File: src/design/bop_pkg.sv
// shared types and constants for the binomial option pricer
// used by bop_cell, bop_leaf_gen and binomial_option_pricer
package bop_pkg;

   localparam int unsigned PriceWidth = 32;
   localparam int unsigned ProbWidth  = 31;
   localparam int unsigned StepWidth  = 9;
   localparam int unsigned CsrIdxWidth = 3;
   localparam int unsigned FracBits   = 30;

   localparam logic [ProbWidth-1:0] OneQ30 = 31'h4000_0000;

   localparam logic [CsrIdxWidth-1:0] CSR_STRIKE   = 3'd0;
   localparam logic [CsrIdxWidth-1:0] CSR_DOWN     = 3'd1;
   localparam logic [CsrIdxWidth-1:0] CSR_UP_DOWN  = 3'd2;
   localparam logic [CsrIdxWidth-1:0] CSR_PROB     = 3'd3;
   localparam logic [CsrIdxWidth-1:0] CSR_DISCOUNT = 3'd4;
   localparam logic [CsrIdxWidth-1:0] CSR_STEPS    = 3'd5;

   typedef enum logic [4:0] {
      ST_IDLE = 5'b00001,
      ST_DOWN = 5'b00010,
      ST_LEAF = 5'b00100,
      ST_FOLD = 5'b01000,
      ST_DONE = 5'b10000
   } state_type;

   // broadcast from the sequencer to every cell
   typedef struct packed {
      logic                  fold;
      logic [ProbWidth-1:0]  p;
      logic [ProbWidth-1:0]  q;
      logic [PriceWidth-1:0] leaf;
   } cell_ctl_type;

endpackage

File: src/design/bop_cell.sv
// one lattice cell: holds a node value, loads a leaf or folds with its neighbour
// depends on bop_pkg
module bop_cell (
   input  logic                               clock,
   input  bop_pkg::cell_ctl_type              ctl,
   input  logic                               load,
   input  logic [bop_pkg::PriceWidth-1:0]     neighbour,
   output logic [bop_pkg::PriceWidth-1:0]     value
);

   logic [bop_pkg::PriceWidth-1:0] value_ff;
   logic [bop_pkg::PriceWidth-1:0] value_in;
   logic [62:0]                    prod_q;
   logic [62:0]                    prod_p;
   logic [63:0]                    acc;

   always_comb begin
      prod_q = 63'(value_ff) * 63'(ctl.q);
      prod_p = 63'(neighbour) * 63'(ctl.p);
      acc    = 64'(prod_q) + 64'(prod_p);
      if (ctl.fold) begin
         value_in = acc[61:30];
      end else if (load) begin
         value_in = ctl.leaf;
      end else begin
         value_in = value_ff;
      end
   end

   always_ff @(posedge clock) begin
      value_ff <= value_in;
   end

   assign value = value_ff;

endmodule

File: config.mk
export PLATFORM = sky130hd
export DESIGN_NAME = bop_cell
export DESIGN_NICKNAME = d
export VERILOG_FILES = /design/src/design/bop_pkg.sv /design/src/design/bop_cell.sv
export SDC_FILE = /design/constraint.sdc
export NUM_CORES = 2
export LEC_CHECK = 0
export BUFFER_PORTS_ARGS = -buffer_cell sky130_fd_sc_hd__buf_2
export CORE_MARGIN = 5
export CORE_UTILIZATION = 50
export DETAILED_ROUTE_END_ITERATION = 6
export PLACE_DENSITY = 0.74
export SYNTH_ARGS = -nofsm -noshare
export SYNTH_HDL_FRONTEND = slang
export SYNTH_SLANG_ARGS = --single-unit
File: constraint.sdc
create_clock -name clock -period 18.1 [get_ports clock]
set_clock_uncertainty 0.05 [all_clocks]
set_input_delay 0.905 -clock clock [delete_from_list [all_inputs] [get_ports clock]]
set_output_delay 0.905 -clock clock [all_outputs]
set_load 0.05 [all_outputs]
# Yosys cells after proc, flatten, opt, wreduce, memory -nomap -nowiden
# Index checks and enable logic that the tools add are counted.
# totals
regBits,32
in_bits,129
wordCells,7
# op_classes
addsub,1
mul,2
n_mux,2
reduce_logical,1
# op_table
operator,n
multiplier 32 x 31 -> 62 bit,2
2-to-1 mux 32 bit,2
adder 62 bit,1
nonzero test 2 bit,1

# Depth between registers and ports, before layout
# logic_depth
word_depth,3
mapped_depth,30

# Least setup slack after synthesis
# OpenSTA, ideal clock, no wires.
# synth_path
path_kind,input port to flip-flop
startpoint,in ctl[40] in the netlist's numbering
endpoint,"reg value_ff (netlist bit value[13]), data pin"
setup_time_ps,260
arrival_time_ps,8085
t_required_ps,17790
setup_slack_ps,9706
path_stages,27
cell_sequence,clkbuf_1 > nand2_1 > fa_1 > inv_1 > fa_1 > inv_1 > fa_1 > fa_1 > inv_1 > fa_1 > inv_1 > fa_1 > inv_1 > fa_1 > fa_1 > inv_1 > fa_1 > inv_1 > ha_1 > nand4_2 > nor4_1 > a41oi_1 > a21o_1 > a31oi_1 > a31oi_1 > xnor2_1 > mux2_2
# synth_via
elab_chain_len,3
# synth_lines
element,line,source
start: declaration,bop_cell.sv:5,"input bop_pkg::cell_ctl_type ctl,"
multiplier 32 x 31 -> 62 bit,bop_cell.sv:18,prod_q = 63'(value_ff) * 63'(ctl.q);
adder 62 bit,bop_cell.sv:20,acc = 64'(prod_q) + 64'(prod_p);
2-to-1 mux 32 bit,bop_cell.sv:21,if (ctl.fold) begin
"via value_in, one bit",bop_cell.sv:12,logic [bop_pkg::PriceWidth-1:0] value_in;
end signal: assignment,bop_cell.sv:31,value_ff <= value_in;
end: declaration,bop_cell.sv:11,logic [bop_pkg::PriceWidth-1:0] value_ff;
# The timed path passes the listed nets, and every way through them passes these cells.
# A chain may end at the register's enable or synchronous reset.

# Worst setup path in the final report
# layout_path
startpoint,in ctl[40] in the netlist's numbering
endpoint,"reg value_ff (netlist bit value[25]), data pin"
# The elaborated chain is that of the path after synthesis.

==> results.json <==
{
  "grt_pass1_wl_um": 303000,
  "slew_viol_final": 0,
  "fmax_ghz": 0.102,
  "cts.repair.resized": 0,
  "grt_setup_unrepaired": "false",
  "core_area_um2": 130000,
  "portBuffers": 160,
  "finalHoldViolations": 0,
  "die_area_um2": 138000,
  "gp_congestion": 1.02,
  "cap_violations": 0,
  "syn-num-nets": 9601,
  "die_x_um": 371,
  "grt_util_all_layers_pct": 28.5,
  "final_common_cell": "inv_1",
  "synth-seq-area-share_pct": 1.47,
  "first_pass_iters": 6,
  "ant_nets": 0,
  "vias_per_cell": 5.42,
  "io_pins": 161,
  "layout.nets": 9417,
  "ctsHtreeMaxLevel": 2,
  "wl_um": 188000,
  "criticalPathCategory": "in -> reg",
  "cp.arrival_ns": 9.85,
  "cts_buffers": 5,
  "most-common-layout-cells": "2,063 x inv_1, 1,848 x fa_1, 1,106 x nand2_1",
  "antenna_found_initial": 14,
  "post-cts-setup-buffers": 0,
  "slew_headroom_pct": 23.1,
  "period_share_pct": 54.3,
  "status": "completed",
  "die_height_um": 371,
  "start_util_pct": 50.3,
  "row_count": 132,
  "drtIter0Drc": 4018,
  "use_met1_pct": 40.4,
  "gr-total-overflow": 0,
  "syn_area_per_cell_um2": 9.10,
  "clkSlewWorstSetupHoldPaths_ns": 0.07,
  "cts_hold_buf": 0,
  "grt_pass1_vias": 52500,
  "drive_gt1_share_pct": 3.62,
  "route.detailed.drc": 0,
  "busiest_layer": "met2",
  "synth_ff_type": "edfxtp_1",
  "num_vias": 47400,
  "globalRouteMet2Util_pct": 44.8,
  "async_reset_ff_share_pct": 0,
  "cts_tree": "yes",
  "cp_data_required_time_ns": 18.11,
  "hpwl_um": 158000,
  "clock_sinks": 32,
  "synth_area_um2": 65300,
  "grt_start_max_net_pins": 38,
  "layout_min_cycle_time_ns": 9.84,
  "hold_path.class": "in -> reg",
  "areaGrowthSynthToFinish_pct": 2.99,
  "cts_buffer_depth": 2,
  "clock_latency_ns": 0.31,
  "cp_max_fo": 32,
  "crit_path_start_kind": "primary input",
  "cts-root-buf": "clkbuf_16",
  "syn_inst": 7171,
  "ys_warn_count": 0,
  "tns_ns": 0,
  "synth_enable_flop_cells": 32,
  "synth_seq_cells": 32,
  "wire_per_inst_um": 21.5,
  "cp-end-kind": "register",
  "worstMarginPinSlew_ns": 1.15,
  "met3_usage_pct": 5.99,
  "finalSetupViolCount": 0,
  "largest_register_ffs": 32,
  "ys_types": 68
}
## final timing paths
| path | depth (start not counted) | end | startpoint | slack, ns |
|---|---|---|---|---|
| max | 28 | value[25]$_DFFE_PP_ | ctl[40] | 8.26 |
| min | 2 | value[5]$_DFFE_PP_ | ctl[5] | 0.84 |
| max reg2reg | 24 | value[12]$_DFFE_PP_ | value[3]$_DFFE_PP_ | 8.48 |
| min reg2reg | 8 | value[31]$_DFFE_PP_ | value[31]$_DFFE_PP_ | 1.71 |
## Yosys cell counts (all sizes together) (3+ instances only)
cell type     n  share of area (%)
nand4        22               0.26
mux2         19               0.33
inv        2063                 12
xnor2        30               0.40
nor2b         9              0.086
nand2b        4              0.038
a211oi        7              0.088
a31o          4              0.054
fa         1848                 57
clkbuf      380                2.2
nor2         31               0.18
and2        920                8.8
o22ai         3              0.029
ha          453                8.7
a41oi         3              0.040
buf           9              0.069
or2           3              0.029
xor2          6              0.081
o21a          6              0.069
o311ai        3              0.040
a21oi        69               0.55
nand3         9              0.077
a31oi         9               0.11
nand2      1107                6.4
o21ai        35               0.28
edfxtp       32                1.5
a21o         28               0.32
o21bai        8              0.092
nor3         10              0.077
nor4          5              0.094
o211ai        6              0.077
## kinds of logic after synthesis
group / synth area share (%)
AO/OA/AOI/OAI: 2.07
XOR/XNOR: 0.483
adder cells (fa/ha/maj): 65.4
buffers and inverters: 14.1
flip-flops: 1.47
multiplexers: 0.328
AND/OR/NAND/NOR: 16.1
## layout make-up
| type | instances | area [um^2] |
|---|---|---|
| well taps | 1742 | 2180 |
| inverters | 2063 | 7740 |
| flip-flops and latches | 32 | 961 |
| multi-input cells | 4686 | 55100 |
| clock inverters | 1 | 5.00 |
| fillers | 11700 | 62400 |
| diodes | 9 | 22.5 |
| clock buffers | 6 | 129 |
| repair buffers | 199 | 1090 |
## through the flow
| step | std cells | area [um^2] | util, % | worst slack [ns] | hold slack (ns) |
|---|---|---|---|---|---|
| 2_1_floorplan | 7171 | 65300 | - | 9.71 | 1.04 |
| 3_3_place_gp | 8722 | 67000 | 51.7 | 8.10 | 1.16 |
| 3_5_place_dp | 8722 | 67000 | 51.7 | 8.02 | 1.16 |
| 4_1_cts | 8729 | 67200 | 51.8 | 8.33 | 0.841 |
| 5_1_grt | 8734 | 67200 | 51.8 | 7.96 | 0.851 |
| 6_report | 8738 | 67200 | 51.8 | 8.26 | 0.845 |
## routing by layer
metal / vias to the layer above / share of wire (%)
met5: - / 0.020
met2: 2487 / 45
met4: 6 / 3.4
met3: 441 / 11
li1: 19600 / -
met1: 24800 / 40
## worst max-delay path, cell delays in order
cell and delay, ns:
buf_2 0.53, nand2_1 0.18, fa_1 0.57, inv_1 0.05, fa_1 0.48, fa_1 0.55
inv_1 0.07, fa_1 0.55, inv_1 0.09, fa_1 0.55, inv_1 0.06, fa_1 0.50
inv_1 0.05, fa_1 0.49, fa_1 0.49, inv_1 0.05, fa_1 0.47, inv_1 0.05
ha_1 0.51, nand4_4 0.22, nor4_4 0.61, nand4_2 0.34, o211ai_2 0.49, o21ai_2 0.14
nand3_2 0.19, a21o_1 0.14, a2111oi_0 0.09, a311o_1 0.37
Power is left out: the tool's default activity adds up to more than one toggle a clock period on the data nets, which glitch-free logic cannot reach.
