[src/design/bop_pkg.sv]
// shared types and constants for the binomial option pricer
// used by bop_cell, bop_leaf_gen and binomial_option_pricer
package bop_pkg;

   localparam int unsigned PriceWidth = 32;
   localparam int unsigned ProbWidth  = 31;
   localparam int unsigned StepWidth  = 9;
   localparam int unsigned CsrIdxWidth = 3;
   localparam int unsigned FracBits   = 30;

   localparam logic [ProbWidth-1:0] OneQ30 = 31'h4000_0000;

   localparam logic [CsrIdxWidth-1:0] CSR_STRIKE   = 3'd0;
   localparam logic [CsrIdxWidth-1:0] CSR_DOWN     = 3'd1;
   localparam logic [CsrIdxWidth-1:0] CSR_UP_DOWN  = 3'd2;
   localparam logic [CsrIdxWidth-1:0] CSR_PROB     = 3'd3;
   localparam logic [CsrIdxWidth-1:0] CSR_DISCOUNT = 3'd4;
   localparam logic [CsrIdxWidth-1:0] CSR_STEPS    = 3'd5;

   typedef enum logic [4:0] {
      ST_IDLE = 5'b00001,
      ST_DOWN = 5'b00010,
      ST_LEAF = 5'b00100,
      ST_FOLD = 5'b01000,
      ST_DONE = 5'b10000
   } state_type;

   // broadcast from the sequencer to every cell
   typedef struct packed {
      logic                  fold;
      logic [ProbWidth-1:0]  p;
      logic [ProbWidth-1:0]  q;
      logic [PriceWidth-1:0] leaf;
   } cell_ctl_type;

endpackage

[src/design/bop_leaf_gen.sv]
// leaf price generator: repeated scaled multiply with clamp, and call payoff
// depends on bop_pkg
module bop_leaf_gen (
   input  logic                           clock,
   input  logic                           reset,
   input  logic                           init,
   input  logic                           step,
   input  logic [bop_pkg::PriceWidth-1:0] spot,
   input  logic [bop_pkg::PriceWidth-1:0] factor,
   input  logic [bop_pkg::PriceWidth-1:0] strike,
   output logic [bop_pkg::PriceWidth-1:0] payoff,
   output logic                           saturated
);

   logic [bop_pkg::PriceWidth-1:0] x_ff;
   logic [bop_pkg::PriceWidth-1:0] x_in;
   logic                           sat_ff;
   logic                           sat_in;
   logic [63:0]                    prod;
   logic [33:0]                    scaled;

   always_comb begin
      prod   = 64'(x_ff) * 64'(factor);
      scaled = prod[63:30];
      x_in   = x_ff;
      sat_in = sat_ff;
      if (init) begin
         x_in   = spot;
         sat_in = 1'b0;
      end else if (step) begin
         if (scaled[33:32] != 2'b00) begin
            x_in   = '1;
            sat_in = 1'b1;
         end else begin
            x_in = scaled[31:0];
         end
      end
   end

   always_ff @(posedge clock) begin
      x_ff <= x_in;
      if (reset) begin
         sat_ff <= 1'b0;
      end else begin
         sat_ff <= sat_in;
      end
   end

   assign payoff    = (x_ff > strike) ? (x_ff - strike) : '0;
   assign saturated = sat_ff;

endmodule

[config.mk]
export PLATFORM = sky130hd
export DESIGN_NAME = bop_leaf_gen
export DESIGN_NICKNAME = d
export VERILOG_FILES = /design/src/design/bop_pkg.sv /design/src/design/bop_leaf_gen.sv
export SDC_FILE = /design/constraint.sdc
export NUM_CORES = 2
export LEC_CHECK = 0
export BUFFER_PORTS_ARGS = -buffer_cell sky130_fd_sc_hd__buf_2
export CELL_PAD_IN_SITES_DETAIL_PLACEMENT = 0
export CELL_PAD_IN_SITES_GLOBAL_PLACEMENT = 1
export CORE_MARGIN = 2
export CORE_UTILIZATION = 52
export CTS_BUF_LIST = sky130_fd_sc_hd__clkbuf_16
export CTS_CLUSTER_DIAMETER = 60
export DETAILED_ROUTE_END_ITERATION = 10
export HOLD_SLACK_MARGIN = 0.08
export PLACE_DENSITY_LB_ADDON = 0.1
export SLEW_MARGIN = 20
export SYNTH_ARGS = -nofsm -noshare
export SYNTH_HDL_FRONTEND = slang
export SYNTH_SLANG_ARGS = --single-unit
[constraint.sdc]
create_clock -name clock -period 9.1 [get_ports clock]
set_input_delay 0.455 -clock clock [delete_from_list [all_inputs] [get_ports clock]]
set_output_delay 0.455 -clock clock [all_outputs]
set_load 0.05 [all_outputs]
# ---- Word level (Yosys, flattened, before mapping)
# Cells that the tools add are included.
dict set report word_totals {
  regBits 33
  latch_bits 0
  ramBits 0
  mem_bits_ro 0
  wordCells 13
  n_memories 0
}
dict set report classes {
  addsub 1
  n_mul 1
  div_mod_pow 0
  magnitude_cmp 1
  eq_ne 0
  shift 0
  muxes 4
  bitwise 0
  n_reduce_logical 4
}
# op count
set op_table {}
lappend op_table {{32-bit two-way mux} 4}
lappend op_table {{32-bit by 32-bit multiplier with 64-bit output} 1}
lappend op_table {{32-bit greater-than comparator} 1}
lappend op_table {{32-bit subtractor} 1}
lappend op_table {{2-bit nonzero test} 2}
lappend op_table {{2-bit AND reduction} 1}
lappend op_table {{2-bit OR reduction} 1}

# ---- Depth between registers and ports, before layout
dict set report depth {
  ltp_word 5
  mapped_depth 29
  depth_no_buf 26
}

# ---- Least setup slack after synthesis
# Ideal clock, no wire load.
dict set report synth_timing {
  path_kind {input to register}
  startpoint {input factor[9] (netlist name)}
  endpoint {register x_ff[4] (netlist name), data pin}
  arrival_time_ns 7.503
  required_time_ns 8.954
  setup_slack_ns 1.451
  path_stages 27
  n_path_buf 3
  path_cell_list {clkbuf_1 -> and2_1 -> fa_1 -> fa_1 -> inv_1 -> fa_1 -> fa_1 -> inv_1 -> fa_1 -> fa_1 -> fa_1 -> inv_1 -> fa_1 -> inv_1 -> ha_1 -> buf_6 -> a21o_1 -> o21bai_1 -> a221o_1 -> a211o_1 -> nor2_2 -> a31oi_4 -> a31oi_4 -> mux2i_4 -> buf_6 -> nor3_2 -> a21oi_1}
}
dict set report synth_via {
  elab_chain_cells 5
}
# item line_no
set synth_rtl {}
lappend synth_rtl {{start, declared} bop_leaf_gen.sv:9} ;# input logic [bop_pkg::PriceWidth-1:0] factor,
lappend synth_rtl {{32-bit by 32-bit multiplier with 64-bit output (*)} bop_leaf_gen.sv:23} ;# prod = 64'(x_ff) * 64'(factor);
lappend synth_rtl {{2-bit nonzero test} bop_leaf_gen.sv:31} ;# if (scaled[33:32] != 2'b00) begin
lappend synth_rtl {{32-bit two-way mux (*)} bop_leaf_gen.sv:31}
lappend synth_rtl {{32-bit two-way mux (*)} bop_leaf_gen.sv:30} ;# end else if (step) begin
lappend synth_rtl {{32-bit two-way mux (*)} bop_leaf_gen.sv:27} ;# if (init) begin
lappend synth_rtl {{via x_in, one bit} bop_leaf_gen.sv:16} ;# logic [bop_pkg::PriceWidth-1:0] x_in;
lappend synth_rtl {{end signal, assigned} bop_leaf_gen.sv:41} ;# x_ff <= x_in;
lappend synth_rtl {{end, declared} bop_leaf_gen.sv:15} ;# logic [bop_pkg::PriceWidth-1:0] x_ff;
# The timed path passes the listed nets; every way through them passes the cells marked *. The select of a mux whose other input is x is not followed.
# A chain may end at the register's enable or synchronous reset.

# ---- Worst setup path in the final report
dict set report layout_timing {
  startpoint {register x_ff[11] (netlist name)}
  endpoint {register x_ff[9] (netlist name), data pin}
}
dict set report layout_via {
  elab_chain_cells 5
}
# item line_no
set layout_rtl {}
lappend layout_rtl {{32-bit by 32-bit multiplier with 64-bit output (*)} bop_leaf_gen.sv:23}
lappend layout_rtl {{2-bit nonzero test} bop_leaf_gen.sv:31}
lappend layout_rtl {{32-bit two-way mux (*)} bop_leaf_gen.sv:31}
lappend layout_rtl {{32-bit two-way mux (*)} bop_leaf_gen.sv:30}
lappend layout_rtl {{32-bit two-way mux (*)} bop_leaf_gen.sv:27}
lappend layout_rtl {{via x_in, one bit} bop_leaf_gen.sv:16}
# Marks and branches as above.

==> impl_metrics.csv <==
group,metric,value,unit
yosys,ys_types,68,
timing,relSlewSlack,0.318,
worst_setup_path,arrival,8.63,ns
die,ios,133,
grt,grt_pass1_vias,28939,
clock_tree,clock_latency,0.27,ns
die,core_area,0.0685,mm²
grt,antenna_found_initial,3,
place,port_buffers,132,
timing,final.setup.tns,0,ns
hold_path,hold_path_depth,2,
clock_tree,root_buffer,"clkbuf_16",
detailed_routing,dr.pass1.iters,5,
yosys,syn_area,0.0359,mm²
worst_setup_path,crit_cells,26,
die,start_util,0.524,
run,drv_cap,0,
detailed_routing,via_count,26058,
yosys,seq_area_frac_synth,0.0273,
detailed_routing,wl_per_cell,20.4,µm
die,die-area,0.0711,mm²
timing,worst_hold_slack,0.342,ns
final_layout,multi_input_area,0.0306,mm²
worst_setup_path,crit_slowest_cell,"edfxtp_1",
clock_tree,clkTransAtPathRegs,0.05,ns
yosys,async_flop_share,0,
detailed_routing,drtAntennaViolNets,0,
place,place_hpwl,83.6,mm
worst_setup_path,cp-end-kind,"register",
timing,setup_viol_count_final,0,
clock_tree,cts_tree,"built",
detailed_routing,drc,0,
yosys,synth_warnings,0,
run_status,status,"finished clean",
timing,finalMaxSlewViolations,0,
timing,worstMarginPinSlew,1.02,ns
timing,hold_viol_final,0,
worst_setup_path,critPathLaunchType,"register",
yosys,syn_area_per_cell,9.05,µm²
clock_tree,htreeDepth,2,
final_layout,n_fill_cell,6557,
die,die_h,267,µm
final_layout,final_cell_area,0.0376,mm²
grt,grt_use_total,0.296,
clock_tree,cts_buffer_depth,2,
worst_setup_path,cp.required,9.08,ns
final_layout,nets,5269,
timing,min_period_over_period,0.951,
clock_tree,cts_made_buffers,5,
yosys,synth_nets,5256,
clock_tree,cts_sinks,33,
die,fp.dieW,267,µm
hold_path,hp-class,"primary input to register",
worst_setup_path,cp_top_family,"adder cells",
grt,grt_max_degree,49,
detailed_routing,routed_wl,99.1,mm
detailed_routing,vias_per_cell,5.36,
yosys,synthCells,3968,
worst_setup_path,path_class,"register to register",
worst_setup_path,r2r_cells,26,
yosys,ys_dominant_reg_cell,"edfxtp_1",
grt,grt_first_pass_wirelength,161,mm
worst_setup_path,crit_top_cell,"fa_1",
final_layout,area_delta_synth_final,4.84,%
yosys,synth_seq_cells,33,
timing,clock.fmax,0.116,GHz
place,routabilityCongestion,0.896,
die,rows,96,
clock_tree,hold_buffers,0,
final_layout,drive_gt1_frac,0.0673,
worst_setup_path,crit_path_max_fanout,17,
place,postPlaceCellArea,0.0375,mm²
worst_setup_path,path_buf_inv,7,
worst_setup_path,max_stage_delay,0.71,ns
timing,skew,0.00368,ns
timing,period_needed,8.65,ns
timing,rsz0062_at_grt,"false",
final_layout,regArea,981,µm²
detailed_routing,drtIter0Drc,1136,
grt,grt_overflow,0,
yosys,synth_edf_count,32,
==> flip-flops by register name, summed over array words and instances (netlist names) <==
name       flops
saturated      1
x_ff          32
==> through the flow <==
stage | utilization | worst slack (ns) | std cells
after global routing | 0.550 | 0.0399 | 4865
after floorplan | - | 1.45 | 3968
after global placement | 0.547 | 0.453 | 4855
after CTS | 0.549 | 0.365 | 4863
final | 0.550 | 0.448 | 4865
after detailed placement | 0.547 | 0.472 | 4855
==> routing by layer <==
layer / global-route usage / up-vias / part of all wire
met3: 0.0151 / 145 / 0.028
met2: 0.555 / 531 / 0.54
met4: 0.0996 / 0 / 0.039
met5: 0 / - / 0
met1: 0.362 / 13708 / 0.39
li1: - / 11674 / -
==> cell families after synthesis <==
| family | share of synthesized area |
|---|---|
| XOR/XNOR | 0.0151 |
| AO/OA/AOI/OAI | 0.0559 |
| buffers and inverters | 0.120 |
| multiplexers | 0.000627 |
| adder cells (fa/ha/maj) | 0.602 |
| flip-flops | 0.0273 |
| AND/OR/NAND/NOR | 0.180 |
==> timing repair <==
item,CTS,global route
hold endpoints to repair,0,0
gates resized for setup,0,0
endpoints found under the setup margin,0,13
buffers inserted,0,1
==> final cells by class <==
class / count / area share
Tap cell: 882 / 0.0293
Timing Repair Buffer: 217 / 0.0352
Multi-Input combinational cell: 2801 / 0.814
Sequential cell: 33 / 0.0261
Inverter: 923 / 0.0921
Antenna cell: 1 / 0.0000665
Clock inverter: 3 / 0.000332
Clock buffer: 5 / 0.00332
==> worst register-to-register path, stage by stage (launching register included) <==
cell,delay [ns]
edfxtp_1,0.71
buf_4,0.38
and2_1,0.21
fa_1,0.45
fa_1,0.46
fa_1,0.55
inv_1,0.05
fa_1,0.48
inv_1,0.05
fa_1,0.50
inv_1,0.05
fa_1,0.53
inv_1,0.05
fa_1,0.51
fa_1,0.43
ha_1,0.39
nand4_1,0.13
nor4_1,0.42
nand4_1,0.18
a211oi_2,0.44
inv_1,0.15
a31oi_4,0.27
a31oi_4,0.14
mux2i_4,0.25
buf_4,0.23
a211oi_1,0.25
a21oi_1,0.08
==> final timing paths <==
path / from / slack [ns] / to
worst min-delay path: reset / 0.34 / saturated$_SDFFE_PP0P_
worst max-delay path: x_ff[11]$_DFFE_PP_ / 0.45 / x_ff[9]$_DFFE_PP_
worst min register to register: saturated$_SDFFE_PP0P_ / 0.53 / saturated$_SDFFE_PP0P_
worst max register to register: x_ff[11]$_DFFE_PP_ / 0.45 / x_ff[9]$_DFFE_PP_
==> Yosys cell counts (26+ instances only) <==
cell type  number  share of area
fa_1          896           0.50
ha_1          292           0.10
nand2_1       506          0.053
xnor2_1        33         0.0081
a21oi_1       103          0.014
a21o_1         48          0.010
nor2_1         59         0.0062
o21ai_0        43         0.0060
xor2_1         29         0.0071
and2_1        560          0.098
clkbuf_1      204          0.021
inv_1         923          0.097
edfxtp_1       32          0.027
nor2b_1        26         0.0045
==> cell usage in the layout, fill, tap and decap left out, types with 4 or more instances in the layout <==
master and instances:
fa_1 896, and4_1 5, nor4_1 4, and2_1 560
a21oi_2 11, o21bai_1 9, o21a_1 9, o31a_1 4
clkbuf_16 5, o31ai_1 4, buf_4 83, nand2b_1 10
nand2_1 506, nor3_1 14, nor3_2 10, nor2_1 59
inv_1 923, a21o_1 48, nand4_1 20, o21ai_0 43
a31oi_1 9, a21oi_1 103, edfxtp_1 32, a211oi_1 6
xor2_1 29, nor2b_1 26, and3_1 8, ha_1 292
xnor2_1 33, nand3_1 14, buf_2 132, o211ai_1 9
Power is left out: the tool's default activity adds up to more than one toggle a clock period on the data nets, which glitch-free logic cannot reach.
